`config.mk`:
```
export PLATFORM = sky130hd
export DESIGN_NAME = line_sensor_centroid_core
export DESIGN_NICKNAME = d
export VERILOG_FILES = /design/src/rtl/lsc_pkg.sv /design/src/rtl/lsc_sum.sv /design/src/rtl/lsc_div.sv /design/src/rtl/line_sensor_centroid_core.sv
export SDC_FILE = /design/constraint.sdc
export NUM_CORES = 1
export LEC_CHECK = 0
export BUFFER_PORTS_ARGS = -buffer_cell sky130_fd_sc_hd__buf_2
export CAP_MARGIN = 20
export CORE_ASPECT_RATIO = 1.75
export CORE_MARGIN = 8
export CORE_UTILIZATION = 41
export DETAILED_ROUTE_END_ITERATION = 8
export PLACE_DENSITY_LB_ADDON = 0.05
export SLEW_MARGIN = 20
export SYNTH_ARGS = -nofsm -noshare
export SYNTH_HDL_FRONTEND = slang
export SYNTH_HIERARCHICAL = 1
export SYNTH_SLANG_ARGS = --single-unit
```
`constraint.sdc`:
```
create_clock -name clk -period 5.43 [get_ports clk]
set_input_delay 0.8145 -clock clk [delete_from_list [all_inputs] [get_ports clk]]
set_output_delay 0.8145 -clock clk [all_outputs]
set_load 0.05 [all_outputs]
```
`src/rtl/lsc_pkg.sv`:
```
// ----------------------------------------------------------------------------
// lsc_pkg: shared types and constants for the line sensor centroid core
// Sensor weights, field widths, reciprocal table and inter-stage structs.
// ----------------------------------------------------------------------------
`default_nettype none

package lsc_pkg;

    localparam int SENSOR_COUNT = 9;
    localparam int MID_SENSOR   = 4;
    localparam int RAW_W        = 16;
    localparam int THR_W        = 8;
    localparam int WMAG_W       = 7;
    localparam int MAG_W        = 8;
    localparam int CNT_W        = 4;
    localparam int SIDE_CNT_W   = 3;
    localparam int RECIP_W      = 17;
    localparam int RECIP_SHIFT  = 16;
    localparam int PROD_W       = MAG_W + RECIP_W;
    localparam int POS_W        = 8;
    localparam int MEAN_W       = 7;

    localparam logic [THR_W-1:0] THR_RESET = 8'd69;
    localparam logic [CNT_W-1:0] ALL_COUNT = 4'd9;

    // Weight magnitudes; sensors below the center carry negative sign
    localparam logic [WMAG_W-1:0] WEIGHT_MAG [SENSOR_COUNT] =
        '{7'd70, 7'd45, 7'd37, 7'd30, 7'd0, 7'd30, 7'd37, 7'd45, 7'd70};

    typedef struct packed {
        logic mid;
        logic left;
        logic right;
        logic all;
    } lsc_flags_t;

    typedef struct packed {
        logic [MAG_W-1:0]      tot_mag;
        logic                  tot_neg;
        logic [MAG_W-1:0]      lmag;
        logic [SIDE_CNT_W-1:0] lcnt;
        logic [MAG_W-1:0]      rmag;
        logic [SIDE_CNT_W-1:0] rcnt;
        logic [CNT_W-1:0]      cnt;
        lsc_flags_t            flags;
    } lsc_sums_t;

    typedef struct packed {
        logic mul;
        logic fin;
    } lsc_en_t;

    // ceil(2^16 / d); zero divisor maps to zero so the quotient comes out 0.
    // Exact floor quotient for dividends up to 255 and divisors up to 9.
    function automatic logic [RECIP_W-1:0] recip(input logic [CNT_W-1:0] d);
        logic [RECIP_W-1:0] r;
        case (d)
            4'd1:    r = 17'd65536;
            4'd2:    r = 17'd32768;
            4'd3:    r = 17'd21846;
            4'd4:    r = 17'd16384;
            4'd5:    r = 17'd13108;
            4'd6:    r = 17'd10923;
            4'd7:    r = 17'd9363;
            4'd8:    r = 17'd8192;
            4'd9:    r = 17'd7282;
            default: r = '0;
        endcase
        return r;
    endfunction

endpackage

`default_nettype wire

```
`src/rtl/lsc_sum.sv`:
```
// ----------------------------------------------------------------------------
// lsc_sum: sensor decode and side sums
// First pipeline stage: active-low decode, per-side weight sums and counts,
// signed total as sign/magnitude, and the four flags.
// ----------------------------------------------------------------------------
`default_nettype none

module lsc_sum (
    input  wire logic                        clk,
    input  wire logic                        en,
    input  wire logic [lsc_pkg::RAW_W-1:0]   raw_word,
    input  wire logic [lsc_pkg::THR_W-1:0]   thr,
    output lsc_pkg::lsc_sums_t               sums
);

    lsc_pkg::lsc_sums_t sums_reg;
    lsc_pkg::lsc_sums_t sums_next;

    // Decode and accumulate
    always_comb
    begin
        logic [lsc_pkg::SENSOR_COUNT-1:0] act;
        logic [lsc_pkg::MAG_W-1:0]        lmag;
        logic [lsc_pkg::MAG_W-1:0]        rmag;
        logic [lsc_pkg::SIDE_CNT_W-1:0]   lcnt;
        logic [lsc_pkg::SIDE_CNT_W-1:0]   rcnt;
        logic                             neg;
        lmag = '0;
        rmag = '0;
        lcnt = '0;
        rcnt = '0;
        for (int i = 0; i < lsc_pkg::SENSOR_COUNT; i++)
        begin
            act[i] = ~raw_word[lsc_pkg::RAW_W-1-i];
        end
        for (int i = lsc_pkg::MID_SENSOR + 1; i < lsc_pkg::SENSOR_COUNT; i++)
        begin
            if (act[i])
            begin
                lmag = lmag + {1'b0, lsc_pkg::WEIGHT_MAG[i]};
                lcnt = lcnt + 1'b1;
            end
        end
        for (int i = 0; i < lsc_pkg::MID_SENSOR; i++)
        begin
            if (act[i])
            begin
                rmag = rmag + {1'b0, lsc_pkg::WEIGHT_MAG[i]};
                rcnt = rcnt + 1'b1;
            end
        end
        neg = (rmag > lmag);
        sums_next.tot_neg     = neg;
        sums_next.tot_mag     = neg ? (rmag - lmag) : (lmag - rmag);
        sums_next.lmag        = lmag;
        sums_next.lcnt        = lcnt;
        sums_next.rmag        = rmag;
        sums_next.rcnt        = rcnt;
        sums_next.cnt         = {1'b0, lcnt} + {1'b0, rcnt}
                                + {3'b000, act[lsc_pkg::MID_SENSOR]};
        sums_next.flags.mid   = act[lsc_pkg::MID_SENSOR];
        sums_next.flags.left  = (lmag > thr);
        sums_next.flags.right = (rmag > thr);
        sums_next.flags.all   = &act;
    end

    // Stage register
    always_ff @(posedge clk)
    begin
        if (en)
        begin
            sums_reg <= sums_next;
        end
    end

    assign sums = sums_reg;

endmodule

`default_nettype wire

```
`src/rtl/lsc_div.sv`:
```
// ----------------------------------------------------------------------------
// lsc_div: two-stage small divider
// Truncating sign/magnitude divide by 0..9 through a reciprocal multiply;
// stage one registers the product, stage two scales and applies the sign.
// ----------------------------------------------------------------------------
`default_nettype none

module lsc_div (
    input  wire logic                              clk,
    input  wire lsc_pkg::lsc_en_t                  en,
    input  wire logic [lsc_pkg::MAG_W-1:0]         mag,
    input  wire logic [lsc_pkg::CNT_W-1:0]         den,
    input  wire logic                              neg,
    output logic signed [lsc_pkg::POS_W-1:0]       quot
);

    logic [lsc_pkg::PROD_W-1:0]       prod_reg;
    logic [lsc_pkg::PROD_W-1:0]       prod_next;
    logic                             neg_reg;
    logic [lsc_pkg::MAG_W-1:0]        q_mag;
    logic signed [lsc_pkg::POS_W-1:0] quot_reg;
    logic signed [lsc_pkg::POS_W-1:0] quot_next;

    // Reciprocal multiply
    assign prod_next = {{lsc_pkg::RECIP_W{1'b0}}, mag} *
                       {{lsc_pkg::MAG_W{1'b0}}, lsc_pkg::recip(den)};

    // Scale down and restore sign
    assign q_mag     = prod_reg[lsc_pkg::RECIP_SHIFT +: lsc_pkg::MAG_W];
    assign quot_next = neg_reg ? -$signed(q_mag) : $signed(q_mag);

    always_ff @(posedge clk)
    begin
        if (en.mul)
        begin
            prod_reg <= prod_next;
            neg_reg  <= neg;
        end
        if (en.fin)
        begin
            quot_reg <= quot_next;
        end
    end

    assign quot = quot_reg;

endmodule

`default_nettype wire

```
`src/rtl/line_sensor_centroid_core.sv`:
```
// ----------------------------------------------------------------------------
// line_sensor_centroid_core: weighted centroid of nine line sensors
// Position, per-side mean weights, active count and branch flags per sample.
// ----------------------------------------------------------------------------
// One sample enters per clock unless all stages are full and the output is
// stalled; the three register stages are sensor decode and summing,
// reciprocal multiply, and quotient scaling with sign. Each stage holds its
// item independently, so a stalled output only stops stages that are full.
// The threshold register is sampled in the first stage.
`default_nettype none

module line_sensor_centroid_core (
    input  wire logic                              clk,
    input  wire logic                              rst_n,
    input  wire logic                              cfg_wr_en,
    input  wire logic [lsc_pkg::THR_W-1:0]         cfg_wr_data,
    input  wire logic                              in_valid,
    output logic                                   in_ready,
    input  wire logic [lsc_pkg::RAW_W-1:0]         raw_word,
    output logic                                   out_valid,
    input  wire logic                              out_ready,
    output logic signed [lsc_pkg::POS_W-1:0]       position,
    output logic [lsc_pkg::MEAN_W-1:0]             left_mean,
    output logic [lsc_pkg::MEAN_W-1:0]             right_mean,
    output logic [lsc_pkg::CNT_W-1:0]              active_count,
    output logic                                   mid_flag,
    output logic                                   left_flag,
    output logic                                   right_flag,
    output logic                                   all_flag
);

    logic [lsc_pkg::THR_W-1:0] thr_reg;
    logic                      v1_reg, v2_reg, v3_reg;
    logic                      rdy1, rdy2, rdy3;
    lsc_pkg::lsc_sums_t        sums;
    lsc_pkg::lsc_en_t          div_en;
    logic [lsc_pkg::CNT_W-1:0] cnt2_reg, cnt3_reg;
    lsc_pkg::lsc_flags_t       flags2_reg, flags3_reg;
    logic signed [lsc_pkg::POS_W-1:0] pos_q, left_q, right_q;

    // Threshold register
    always_ff @(posedge clk or negedge rst_n)
    begin
        if (!rst_n)
        begin
            thr_reg <= lsc_pkg::THR_RESET;
        end
        else if (cfg_wr_en)
        begin
            thr_reg <= cfg_wr_data;
        end
    end

    // Per-stage ready: a stage loads when empty or when its item moves on
    assign rdy3     = !v3_reg || out_ready;
    assign rdy2     = !v2_reg || rdy3;
    assign rdy1     = !v1_reg || rdy2;
    assign in_ready = rdy1;

    always_ff @(posedge clk or negedge rst_n)
    begin
        if (!rst_n)
        begin
            v1_reg <= 1'b0;
            v2_reg <= 1'b0;
            v3_reg <= 1'b0;
        end
        else
        begin
            if (rdy1)
            begin
                v1_reg <= in_valid;
            end
            if (rdy2)
            begin
                v2_reg <= v1_reg;
            end
            if (rdy3)
            begin
                v3_reg <= v2_reg;
            end
        end
    end

    // Stage 1: decode and sums
    lsc_sum u_sum (
        .clk      (clk),
        .en       (rdy1),
        .raw_word (raw_word),
        .thr      (thr_reg),
        .sums     (sums)
    );

    // Stages 2 and 3: three dividers in lockstep
    assign div_en.mul = rdy2;
    assign div_en.fin = rdy3;

    lsc_div u_div_pos (
        .clk  (clk),
        .en   (div_en),
        .mag  (sums.tot_mag),
        .den  (sums.cnt),
        .neg  (sums.tot_neg),
        .quot (pos_q)
    );

    lsc_div u_div_left (
        .clk  (clk),
        .en   (div_en),
        .mag  (sums.lmag),
        .den  ({1'b0, sums.lcnt}),
        .neg  (1'b0),
        .quot (left_q)
    );

    lsc_div u_div_right (
        .clk  (clk),
        .en   (div_en),
        .mag  (sums.rmag),
        .den  ({1'b0, sums.rcnt}),
        .neg  (1'b0),
        .quot (right_q)
    );

    // Count and flags ride alongside the divider stages
    always_ff @(posedge clk)
    begin
        if (rdy2)
        begin
            cnt2_reg   <= sums.cnt;
            flags2_reg <= sums.flags;
        end
        if (rdy3)
        begin
            cnt3_reg   <= cnt2_reg;
            flags3_reg <= flags2_reg;
        end
    end

    assign out_valid    = v3_reg;
    assign position     = pos_q;
    assign left_mean    = left_q[lsc_pkg::MEAN_W-1:0];
    assign right_mean   = right_q[lsc_pkg::MEAN_W-1:0];
    assign active_count = cnt3_reg;
    assign mid_flag     = flags3_reg.mid;
    assign left_flag    = flags3_reg.left;
    assign right_flag   = flags3_reg.right;
    assign all_flag     = flags3_reg.all;

`ifndef SYNTHESIS
    // Input only blocks when every stage is full and the output is stalled
    a_ready_full: assert property (@(posedge clk) disable iff (!rst_n)
        !in_ready |-> (v1_reg && v2_reg && v3_reg && !out_ready))
        else $error("input stalled with a free stage");

    // Crossing flag agrees with the count
    a_all_count: assert property (@(posedge clk) disable iff (!rst_n)
        (out_valid && all_flag) |-> (active_count == lsc_pkg::ALL_COUNT))
        else $error("all_flag without nine active sensors");

    // Nothing active gives zero position and means and no center flag
    a_zero_count: assert property (@(posedge clk) disable iff (!rst_n)
        (out_valid && active_count == '0) |->
        (position == '0 && left_mean == '0 && right_mean == '0 && !mid_flag))
        else $error("nonzero result with no active sensor");

    // Center flag implies at least one active sensor
    a_mid_count: assert property (@(posedge clk) disable iff (!rst_n)
        (out_valid && mid_flag) |-> (active_count != '0))
        else $error("mid_flag with zero count");
`endif

endmodule

`default_nettype wire

```
# After elaboration in Yosys (flattened, before gate mapping)
# Memories as Yosys holds them, arrays and structs flattened. A register that Yosys moved wholly into a read port is not among the register bits.
# Index checks and enable logic that the tools add are counted.
# word_totals
register_bits	159
latch_bits	0
ramBits	0
mem_bits_ro	816
output_inout_bits	32
n_memories	3
# classes
addsub	17
mul	3
div_mod_pow	0
order_cmp	3
n_eq_ne	0
shift	0
mux	21
bitwise	9
n_reduce_logical	7
# memory_table
name	words	word_bits	rd	rd_clocked_by_memory_dff	wr	line_no	rtl
(no name shown)	16	17	1	1	0	lsc_pkg.sv:57	case (d)
(no name shown)	16	17	1	1	0	lsc_pkg.sv:57	
(no name shown)	16	17	1	1	0	lsc_pkg.sv:57	
# ops
op	count
two-way mux 8 bit	8
multiplier 8 x 17 -> 23 bit	2
> comparator 8 bit	3
multiplier 8 x 17 -> 24 bit	1
two-way mux 3 bit	6
adder 8 x 6 -> 8 bit, second input constant	2
subtractor 8 bit	2
adder 3 x 1 -> 3 bit, second input constant	4
two-way mux 4 bit	3
NOT 1 bit	9
AND reduction 9 bit	1
adder 7 x 6 -> 8 bit, second input constant	1
adder 8 x 5 -> 8 bit, second input constant	1
adder 8 x 7 -> 8 bit, second input constant	1
negator 8 bit	1
adder 5 x 6 -> 7 bit, second input constant	1
two-way mux 7 bit	1
two-way mux 5 bit	1
adder 1 x 1 -> 2 bit, second input constant	2
adder 3 x 3 -> 4 bit	1
adder 4 x 1 -> 4 bit	1
logical NOT 1 bit	3
logical OR 1 bit	3
two-way mux 1 bit	2

# Depth between registers and ports, before layout
# Gate-level depths: netlist (run 1).
# logic_depth
word_depth	10
ltp_mapped	23
mapped_depth_nobuf	22

# Hierarchy
# The synthesis (run 1) kept the hierarchy.
# by_module_without_submodules
mod	instances	cells_per_inst	area_per_inst_um2	seq_area_each_um2
lsc_div at u_div_pos	1	508	4793.3	510.5
lsc_div at u_div_right	1	490	4712.0	510.5
lsc_div at u_div_left	1	480	4598.2	510.5
lsc_sum	1	303	3199.3	1171.1
line_sensor_centroid_core	1	44	938.4	759.5

# Worst setup path before layout (run 1)
# OpenSTA, ideal clock, no wires.
# synth_path
path_type	register to register
from	register u_sum/sums[21] (netlist name)
to	register u_div_left/prod_reg[20] in the netlist's numbering, data pin
setup_ns	0.258
t_arrival_ns	5.249
setup_slack_ns	-0.077
path_stages_with_launch	21
n_path_buf	3
path_cell_list	edfxtp_1 clkbuf_1 and2b_1 clkbuf_1 clkbuf_1 nand3_1 nand2b_1 fa_1 fa_1 fa_1 inv_1 fa_1 inv_1 ha_1 a21oi_1 nand2_1 o311a_4 or2_2 a41o_1 nor2_1 xnor2_1
# synth_lines
element	line_no	rtl
end signal: assignment	lsc_div.sv:36	prod_reg <= prod_next;
end: declaration	lsc_div.sv:17	logic [lsc_pkg::PROD_W-1:0] prod_reg;

==> results.md, run 1 <==
* Synthesized area at ~18,000 sq um
* CTS H-tree depth at 4
* Die area at about 51,000 sq um
* Worst Hold Class: in2async
* Peak supply drop at approximately 0.001 V
* Synth Instances at between 1,500 and 2,000
* Via-to-Cell Ratio at around 5
* First-pass GRT wire length at just under 80 mm
* Crit-path max cell delay at roughly 0.58 ns
* Flop2flop setup slack at between 0.09 and 0.1 ns
* RSZ-0062 raised after global routing: true
* Worst-path clk slew at approximately 0.07 ns
* Critical Path AT at ~5.5 ns
* Crit-path max FO at 4
* Vias in the first global route at approximately 15,000
* Avg WL per Cell at 18.90 microns
* Fin. max-slew vios at 0
* Cts hold-fix bufs at 0
* Final ANT Viol Nets at 0
* Filler cells at just over 4,000
* Final period util at 98.16%
* Die W at between 150 and 200 microns
* CTS tree: done
* Nature of the critical path startpoint: register
* Layout cells sized above 1 at a little under a quarter
* Max_cap viols at 0
* Core box area at ~43,000 sq um
* Max reg flops at 39
* Lkg Pwr at about 11 nW
* Pwr per Cell Area at 677.6 nW/um^2
* Die Span Y at 292.5 microns
* Worst path depth at 19
* Initial antenna violation count at 2
* Total GRT Usage at just under 20%
* Antenna cells at 0
* Dpl ws at -0.1749 ns
* R2R Path End: u_div_pos/prod_reg[21]
* Final Skew at between 0.015 and 0.02 ns
* Total power at about 0.014 W
* Iteration-0 DRC Markers at 437
* Via count at roughly 13,000
* DP HPWL at between 40 and 50 mm
* CTS buffer count at 17
* Slowest-stage cell, CP: fa_2
* Critical path endpoint category: register
* Status: complete, no violations
* CP delay by family, top: adder cells
* # rows at approximately 100
* Post-Syn Area per Cell at roughly 10 sq um
* Reg2reg start: u_sum/sums[4]
* R2R depth at 19
* NumNets Final at ~2,500
* Final Setup Violations at 0
* Clock root cell: clkbuf_16
* Largest net degree at the start of global routing at 37
* Worst path cell trace: ha_2, inv_2, o21ai_4, buf_6, and3_4, a31o_4, fa_2, fa_1, fa_1, inv_2, fa_1, inv_2, ha_4, and4_4, nand3_4, o221a_4, nor4_4, mux2i_1, o221ai_1
* Routability cong. at 0.8284
* Critical path data required time at about 5.6 ns
* Final worst-path setup slack at approximately 0.10 ns
* Starting Density at approximately two fifths
* DR DRC count at 0
* WL final at ~49 mm
* F_max at roughly 190 MHz
* CP Class: reg2reg
* Worst Tran Pin Value at 0.7366 ns
* Synth warnings at 6
* Clk_lat worst skew at 0.43 ns
* Number of port buffers at between 50 and 60
* Clock Path Buffers at 2
* Fin. Hold Viols at 0
* Post-DP Area at ~20,000 sq um
* CP Buf/Inv Count at 4
* I/O pin count at 61
* Relative slew slack at 49.49%
* Design Area, Final at ~21,000 sq um
* Final min period at around 5.3 ns
* Area Overhead vs Synth at 19.06%
* Gr ovfl total at 0
* First-pass DRT Iterations at 4
* Clock tree sinks at about 110
-- cell usage in the layout, fill, tap and decap left out, types with 36 or more instances in the layout --
cell and count:
nor2_1 36, nand2_1 143, fa_1 256, and3_1 59, buf_2 53, inv_1 294, buf_4 187, a21oi_1 40
xnor2_1 46, edfxtp_1 102, and2_1 174, ha_1 165
-- how the worst max path moves through the flow --
stage | start | slack, ns | to
after floorplan | u_sum/sums[21] | 0.009 | u_div_left/prod_reg[20]
after global placement | u_sum/sums[4] | -0.17 | u_div_pos/prod_reg[21]
after detailed placement | u_sum/sums[4] | -0.17 | u_div_pos/prod_reg[21]
after CTS | u_sum/sums[20] | 0.001 | u_div_left/prod_reg[20]
after global routing | u_sum/sums[4] | -0.08 | u_div_pos/prod_reg[21]
final | u_sum/sums[4] | 0.1 | u_div_pos/prod_reg[21]
-- metal layers --
layer  vias up  GRT usage, %  share of wire (%)
met5         -             0                  0
met4         0         8.768                4.4
met3        84         1.328                1.3
met2       160         41.23                 60
met1      6575         19.06                 35
li1       6211             -                  -
-- report_power, final --
group          switching (W)  internal, W
clock network       0.000466     0.000642
registers           0.000325      0.00142
logic                0.00635      0.00524
-- through the flow --
step           TNS, ns  hold slack [ns]  cells  util (%)
2_1_floorplan        0           0.4003   1793         -
3_3_place_gp   -0.9331           0.4018   2533     46.26
3_5_place_dp    -1.070           0.4052   2533     46.26
4_1_cts              0           0.2413   2567     47.87
5_1_grt        -0.2248           0.2499   2589     49.34
6_report             0           0.2494   2589     49.34
-- timing repair --
| item | 4_1_cts | 5_1_grt |
|---|---|---|
| gates cloned | 0 | 1 |
| hold endpoints to repair | 0 | 0 |
| buffers inserted | 2 | 21 |
| pin swaps | 20 | 84 |
| setup endpoints to repair | 12 | 22 |
| gates resized for setup | 37 | 105 |
-- layout make-up --
class	instances	area (sq um)	share of cell area, %
Clock inverter	15	148.9	0.6982
Clock buffer	17	425.4	1.995
Inverter	308	1159	5.433
Sequential cell	113	3342	15.67
Multi-Input combinational cell	1319	13710	64.31
Tap cell	566	708.2	3.321
Timing Repair Buffer	251	1828	8.572
No activity file was read; power rests on OpenSTA's default activity.
==> run 2: changes to the inputs <==
- SYNTH_HIERARCHICAL: 1 -> not set
==> run 2 against run 1 <==
Effect of this change: cell count decreased by 6.8%; largest cell class unchanged; via count decreased by 10%; die area decreased by 1.2%; cell area decreased by 9.4%; clock power increased by 4%.
==> results.md, run 2 <==
* Initial antenna violation count at 0 (-2)
* CP Class: reg2reg
* Status: complete, no violations
* Via count at 11,690 (-10%)
* Syn_nets at approximately 2,200
* # rows at 100 (-0.99%)
* Cell with the most instances after synthesis: inv_1
* Nature of the critical path startpoint: register
* Cts hold-fix bufs at 0 (unchanged)
* Flop2flop setup slack at 0.28 ns (+0.18 ns)
* Fin. max-slew vios at 0 (unchanged)
* Number of synthesized register bits at 150
* Iteration-0 DRC Markers at 319 (-27%)
* CTS buffer count at 17 (unchanged)
* F_max at 194.2 MHz (+3.5%)
* Final min period at 5.149 ns (-0.1811 ns)
* Avg WL per Cell at 17.74 microns (-6.1%)
* Clock Path Buffers at 2 (unchanged)
* Number of port buffers at 53 (unchanged)
* Die Span Y at 290.8 microns (-0.59%)
* Synth top cells by count: inv_1, fa_1, and2_1, ha_1, nand2_1
* Clock root cell: clkbuf_16
* CTS tree: done
* Final period util at 94.82% (-3.3 points)
* Vias in the first global route at 13,500 (-7.2%)
* R2R depth at 16 (-3)
* Antenna cells at 0 (unchanged)
* Number of synthesized flops with an enable pin at 100
* Synthesized area at 17,690 sq um (-1.2%)
* Routability cong. at 0.8756 (+5.7%)
* Post-synth cell types at 73
* Pwr per Cell Area at 525.7 nW/um^2 (-22%)
* DP HPWL at 36.30 mm (-11%)
* Via-to-Cell Ratio at 4.842 (-3.8%)
* Async S/R FF share, synth at 7.333%
* Relative slew slack at 35.12% (-14 points)
* Most frequent cells in the layout: inv_1, fa_1, and2_1
* Clock tree sinks at 150 (+33%)
* Yosys top cell area share at 29.88%
* Final Setup Violations at 0 (unchanged)
* Layout cells sized above 1 at 8.257% (-14 points)
* First-pass DRT Iterations at 4 (unchanged)
* Worst-path clk slew at 0.07 ns (about the same)
* Peak supply drop at 0.0002434 V (-75%)
* Crit-path max FO at 10 (+6)
* Starting Density at 41.58% (+0.14 points)
* Die W at 173.0 microns (-0.57%)
* Critical path data required time at 5.62 ns (+0.03 ns)
* DR DRC count at 0 (unchanged)
* NumNets Final at 2,313 (-7.3%)
* Worst Tran Pin Value at 0.9731 ns (+0.2365 ns)
* Synth Instances at 1,769 (-1.2%)
* Hold_ws at 0.2196 ns (-0.02977 ns)
* Lkg Pwr at 9.811 nW (-9.5%)
* Critical Path AT at 5.34 ns (-0.15 ns)
* First-pass GRT wire length at 70.88 mm (-9.5%)
* CTS H-tree depth at 4 (unchanged)
* Max_cap viols at 0 (unchanged)
* Synth warnings at 0 (-6)
* Sequential cell area fraction in the yosys report at a little under a quarter
* Critical path endpoint category: register
* Total GRT Usage at 18.08% (-1.7 points)
* Die area at 50,310 sq um (-1.2%)
* R2R Path End: u_div_right.prod_reg[22]
* Commonest non-fill, non-tap cell in the layout: inv_1
* Post-synth top flop: edfxtp_1
* Clk_lat worst skew at 0.44 ns (about the same)
* Reg2reg start: u_sum.sums[18]
* Post-DP Area at 18,740 sq um (-6.3%)
* Final core utilization at 45.43% (-3.9 points)
* WL final at 42.83 mm (-12%)
* Post-synth top area cell: fa_1
* Final ANT Viol Nets at 0 (unchanged)
* Area Overhead vs Synth at 9.267%
* Design Area, Final at 19,330 sq um (-9.4%)
* Filler cells at 4,243 (+2.2%)
* Worst Hold Class: in2async
* Fin. Hold Viols at 0 (unchanged)
* I/O pin count at 61 (unchanged)
* Core box area at 42,540 sq um (-1.6%)
* Ranking of synthesized cells by area: fa_1, edfxtp_1, ha_1, inv_1, and2_1
* Total power at 0.01016 W (-30%)
* Final Skew at 0.01665 ns (+0.0006822 ns)
* Largest net degree at the start of global routing at 38 (+2.7%)
* Gr ovfl total at 0 (unchanged)
* Post-Syn Area per Cell at 9.999 sq um (about the same)
run 2: cell types whose count changed in the layout (fill, tap and decap cells not counted), sizes merged, moves of 11 or more:
cell	delta
and2	+12
and3	-61
buf	-163
dfxtp	+39
inv	+83
nand2	+17
nand3	-14
nor2	+11
or2	-14
run 2: area by class of cell:
class	instances	area, sq um	area share [%]
multi-input cells	1191	12000	62.10
flip-flops and latches	150	4064	21.03
inverters	393	1475	7.633
well taps	561	701.9	3.632
repair buffers	87	520.5	2.693
clock buffers	22	465.4	2.408
clock inverters	10	97.59	0.5050
run 2: timing repair:
| action | 4_1_cts | 5_1_grt |
|---|---|---|
| setup buffers | 0 | 3 |
| gates resized for setup | 0 | 2 |
| setup endpoints to repair | 0 | 1 |
run 2: worst max path at each step:
stage	startpoint	to	slack (ns)	depth (start not counted)
global placement	u_sum.sums[17]	u_div_right.prod_reg[22]	0.22	17
finish	u_sum.sums[18]	u_div_right.prod_reg[22]	0.28	16
global route	u_sum.sums[18]	u_div_right.prod_reg[22]	-0.01	16
detailed placement	u_sum.sums[18]	u_div_right.prod_reg[22]	0.21	16
floorplan	u_sum.sums[17]	u_div_right.prod_reg[22]	0.65	18
CTS	u_sum.sums[18]	u_div_right.prod_reg[22]	0.20	16
run 2: power by group:
| group | total [W] | switching [W] | internal [W] | leakage (nW) |
|---|---|---|---|---|
| Clock | 0.00115 | 0.000486 | 0.000662 | 0.276 |
| Combinational | 0.00678 | 0.00402 | 0.00275 | 8.05 |
| Sequential | 0.00223 | 0.000476 | 0.00176 | 1.49 |
run 2: critical path, cell delays in order (launching register included):
cell	delay, ns
edfxtp_1	0.55
nand2_1	0.26
fa_1	0.58
inv_1	0.06
fa_1	0.51
fa_1	0.57
inv_1	0.06
fa_1	0.53
inv_1	0.04
ha_1	0.33
and4_4	0.21
a21oi_1	0.17
a31oi_1	0.19
a2111oi_4	0.39
o21bai_2	0.19
a21oi_2	0.18
xnor2_1	0.08
run 2: per-stage QoR:
stage | instances | setup slack [ns] | TNS [ns]
2_1_floorplan | 1769 | 0.6490 | 0
3_3_place_gp | 2379 | 0.2184 | 0
3_5_place_dp | 2379 | 0.2096 | 0
4_1_cts | 2411 | 0.1969 | 0
5_1_grt | 2414 | -0.01181 | -0.01181
6_report | 2414 | 0.2810 | 0
run 2: per-layer routing:
layer | GRT usage [%] | part of all wire, % | vias to the layer above | routed length [microns]
met4 | 9.097 | 4.9 | 0 | 2090
met5 | 0 | 0 | - | 0
met3 | 2.120 | 1.6 | 74 | 698
met2 | 36.40 | 58 | 139 | 24790
met1 | 17.55 | 36 | 5849 | 15250
li1 | - | - | 5627 | -
run 2: logic make-up after synthesis:
logic type	synth area share, %
buffers and inverters	9.196
adder cells (fa/ha/maj)	42.61
flip-flops	22.97
AO/OA/AOI/OAI	6.282
multiplexers	0.9407
AND/OR/NAND/NOR	14.68
XOR/XNOR	3.318
==> run 3: changes to the inputs <==
- MAX_ROUTING_LAYER: not set -> met4
- clock period: 5.43 -> 6.6 ns (I/O delays scaled with it)
==> run 3 against run 2 <==
Effect of this change: setup slack improved by 0.99 ns; non-clock buffer count fell by 31; global-route usage rose by 0.30 points; clock power decreased by 15%; largest cell class unchanged.
==> results.md, run 3 (synthesis results as in run 2) <==
* Final min period at 5.327 ns (+0.1778 ns)
* Net Sw Frac at 49.74% (+0.67 points)
* Critical Path AT at 5.52 ns (+0.18 ns)
* CP Buf/Inv Count at 4 (+1)
* Post-DP Area at 18,530 sq um (-1.1%)
* CTS buffer count at 17 (unchanged)
* CP delay by family, top: adder cells
* Starting Density at 41.58% (unchanged)
* I/O pin count at 61 (unchanged)
* Total GRT Usage at 18.38% (+0.30 points)
* Number of port buffers at 53 (unchanged)
* Critical path endpoint category: register
* Pwr per Cell Area at 433.4 nW/um^2 (-18%)
* Worst path cell trace: and2_1, inv_1, fa_1, inv_1, fa_1, fa_1, inv_1, fa_1, inv_1, ha_1, and4_4, a21oi_1, a31oi_1, a2111oi_4, o21bai_2, a21oi_2, xnor2_1
* Gr ovfl total at 0 (unchanged)
* NumNets Final at 2,282 (-1.3%)
* CTS tree: done
* Clock root cell: clkbuf_16
* DR DRC count at 0 (unchanged)
* CTS H-tree depth at 4 (unchanged)
* Critical path data required time at 6.80 ns (+1.18 ns)
* Design Area, Final at 19,120 sq um (-1.1%)
* Worst Hold Class: in2async
* Part of the power in registers at 22.7% (+0.7 points)
* Final setup TNS at 0 ns (unchanged)
* Clk_lat worst skew at 0.45 ns (about the same)
* Number of placed cells counting well taps at 2,351 (-1.2%)
* Cell-internal power at 0.004165 W (-20%)
* Worst path depth at 17 (+1)
* Post-CTS resize count at 0 (unchanged)
* Status: complete, no violations
* Crit-path max cell delay at 0.61 ns (+0.03 ns)
* Fin. Hold Viols at 0 (unchanged)
* Clock tree sinks at 150 (unchanged)
* Cts hold-fix bufs at 0 (unchanged)
* Final ANT Viol Nets at 0 (unchanged)
* Commonest non-fill, non-tap cell in the layout: inv_1
* Worst Tran Pin Value at 0.9197 ns (-0.05340 ns)
* # rows at 100 (unchanged)
* Final Skew at 0.01900 ns (+0.002352 ns)
* Psw at 0.004122 W (-17%)
* Max_cap viols at 0 (unchanged)
* Cell Count, Final, Fillers Out at 2,383 (-1.3%)
* Post-CTS Setup Inserts at 0 (unchanged)
* Final Setup Violations at 0 (unchanged)
* First-pass DRT Iterations at 4 (unchanged)
* Most frequent cells in the layout: inv_1, fa_1, and2_1
* Vias in the first global route at 13,390 (-0.81%)
* Fin. max-slew vios at 0 (unchanged)
* F_max at 187.7 MHz (-3.3%)
* First-pass GRT wire length at 70.37 mm (-0.71%)
* Antenna cells at 0 (unchanged)
* Lkg Pwr at 9.673 nW (-1.4%)
* DP HPWL at 35.54 mm (-2.1%)
* Iteration-0 DRC Markers at 364 (+14%)
* Clock share of power at 11.8% (+0.5 points)
* Slowest-stage cell, CP: edfxtp_1
* CP Class: reg2reg
* WL final at 42.23 mm (-1.4%)
* Largest net degree at the start of global routing at 41 (+7.9%)
* Die Span Y at 290.8 microns (unchanged)
* RSZ-0062 raised after global routing: false
* Clock Path Buffers at 2 (unchanged)
* Relative slew slack at 38.68% (+3.6 points)
* Peak supply drop at 0.0002176 V (-11%)
* Avg WL per Cell at 17.72 microns (-0.12%)
* Via count at 11,610 (-0.65%)
* Final period util at 80.71% (-14 points)
* Initial antenna violation count at 0 (unchanged)
* Via-to-Cell Ratio at 4.873 (+0.64%)
* Routability cong. at 0.8691 (-0.74%)
* Nature of the critical path startpoint: register
* Power share of the combinational group at 65.6% (-1.1 points)
* Die W at 173.0 microns (unchanged)
* Worst-path clk slew at 0.08 ns (about the same)
* Area Overhead vs Synth at 8.099%
* Crit-path max FO at 12 (+2)
* Die area at 50,310 sq um (unchanged)
* Core box area at 42,540 sq um (unchanged)
* Layout cells sized above 1 at 6.806% (-1.5 points)
* R2R depth at 17 (+1)
## run 3: layout make-up
class / instances / area [sq um]
clock buffer: 18 / 439.2
inverter: 393 / 1475
multi-input combinational: 1191 / 12000
fill: 4204 / 23420
timing repair buffer: 56 / 287.8
clock inverter: 14 / 152.6
sequential: 150 / 4063
tap: 561 / 701.9
## run 3: worst paths after layout
check | from | slack, ns | endpoint
max | u_sum.sums[17] | 1.27 | u_div_right.prod_reg[22]
min | rst_n | 0.39 | v1_reg
max reg2reg | u_sum.sums[17] | 1.27 | u_div_right.prod_reg[22]
min reg2reg | u_div_left.prod_reg[20] | 0.42 | u_div_left.quot[4]
max in group asynchronous | rst_n | 5.95 | thr_reg[0]
min in group clk | u_div_left.prod_reg[20] | 0.42 | u_div_left.quot[4]
## run 3: metrics by stage
step,total power [W],setup slack (ns),hold WS [ns],util (%)
after global placement,0.007451,1.212,0.4037,43.56
final,0.008287,1.273,0.3897,44.95
after floorplan,0.005863,1.819,0.4003,-
after CTS,0.008538,1.218,0.3707,44.95
after detailed placement,0.007506,1.237,0.4045,43.56
after global routing,0.009358,1.044,0.3826,44.95
## run 3: power groups by stage
| stage | combinational (W) | clock (W) | sequential, W |
|---|---|---|---|
| floorplan | 0.00402 | 0 | 0.00184 |
| global placement | 0.00554 | 0 | 0.00191 |
| detailed placement | 0.00560 | 0 | 0.00190 |
| CTS | 0.00564 | 0.00101 | 0.00189 |
| global route | 0.00638 | 0.00104 | 0.00193 |
| finish | 0.00543 | 0.000975 | 0.00188 |
## run 3: layer usage
layer	part of all wire, %	routed length, microns	vias to the layer above	track usage (%)
met5	0	0	-	-
li1	-	-	5556	-
met3	1.5	639	81	1.730
met4	4.4	1877	0	8.548
met2	58	24300	149	35.64
met1	37	15420	5827	18.02
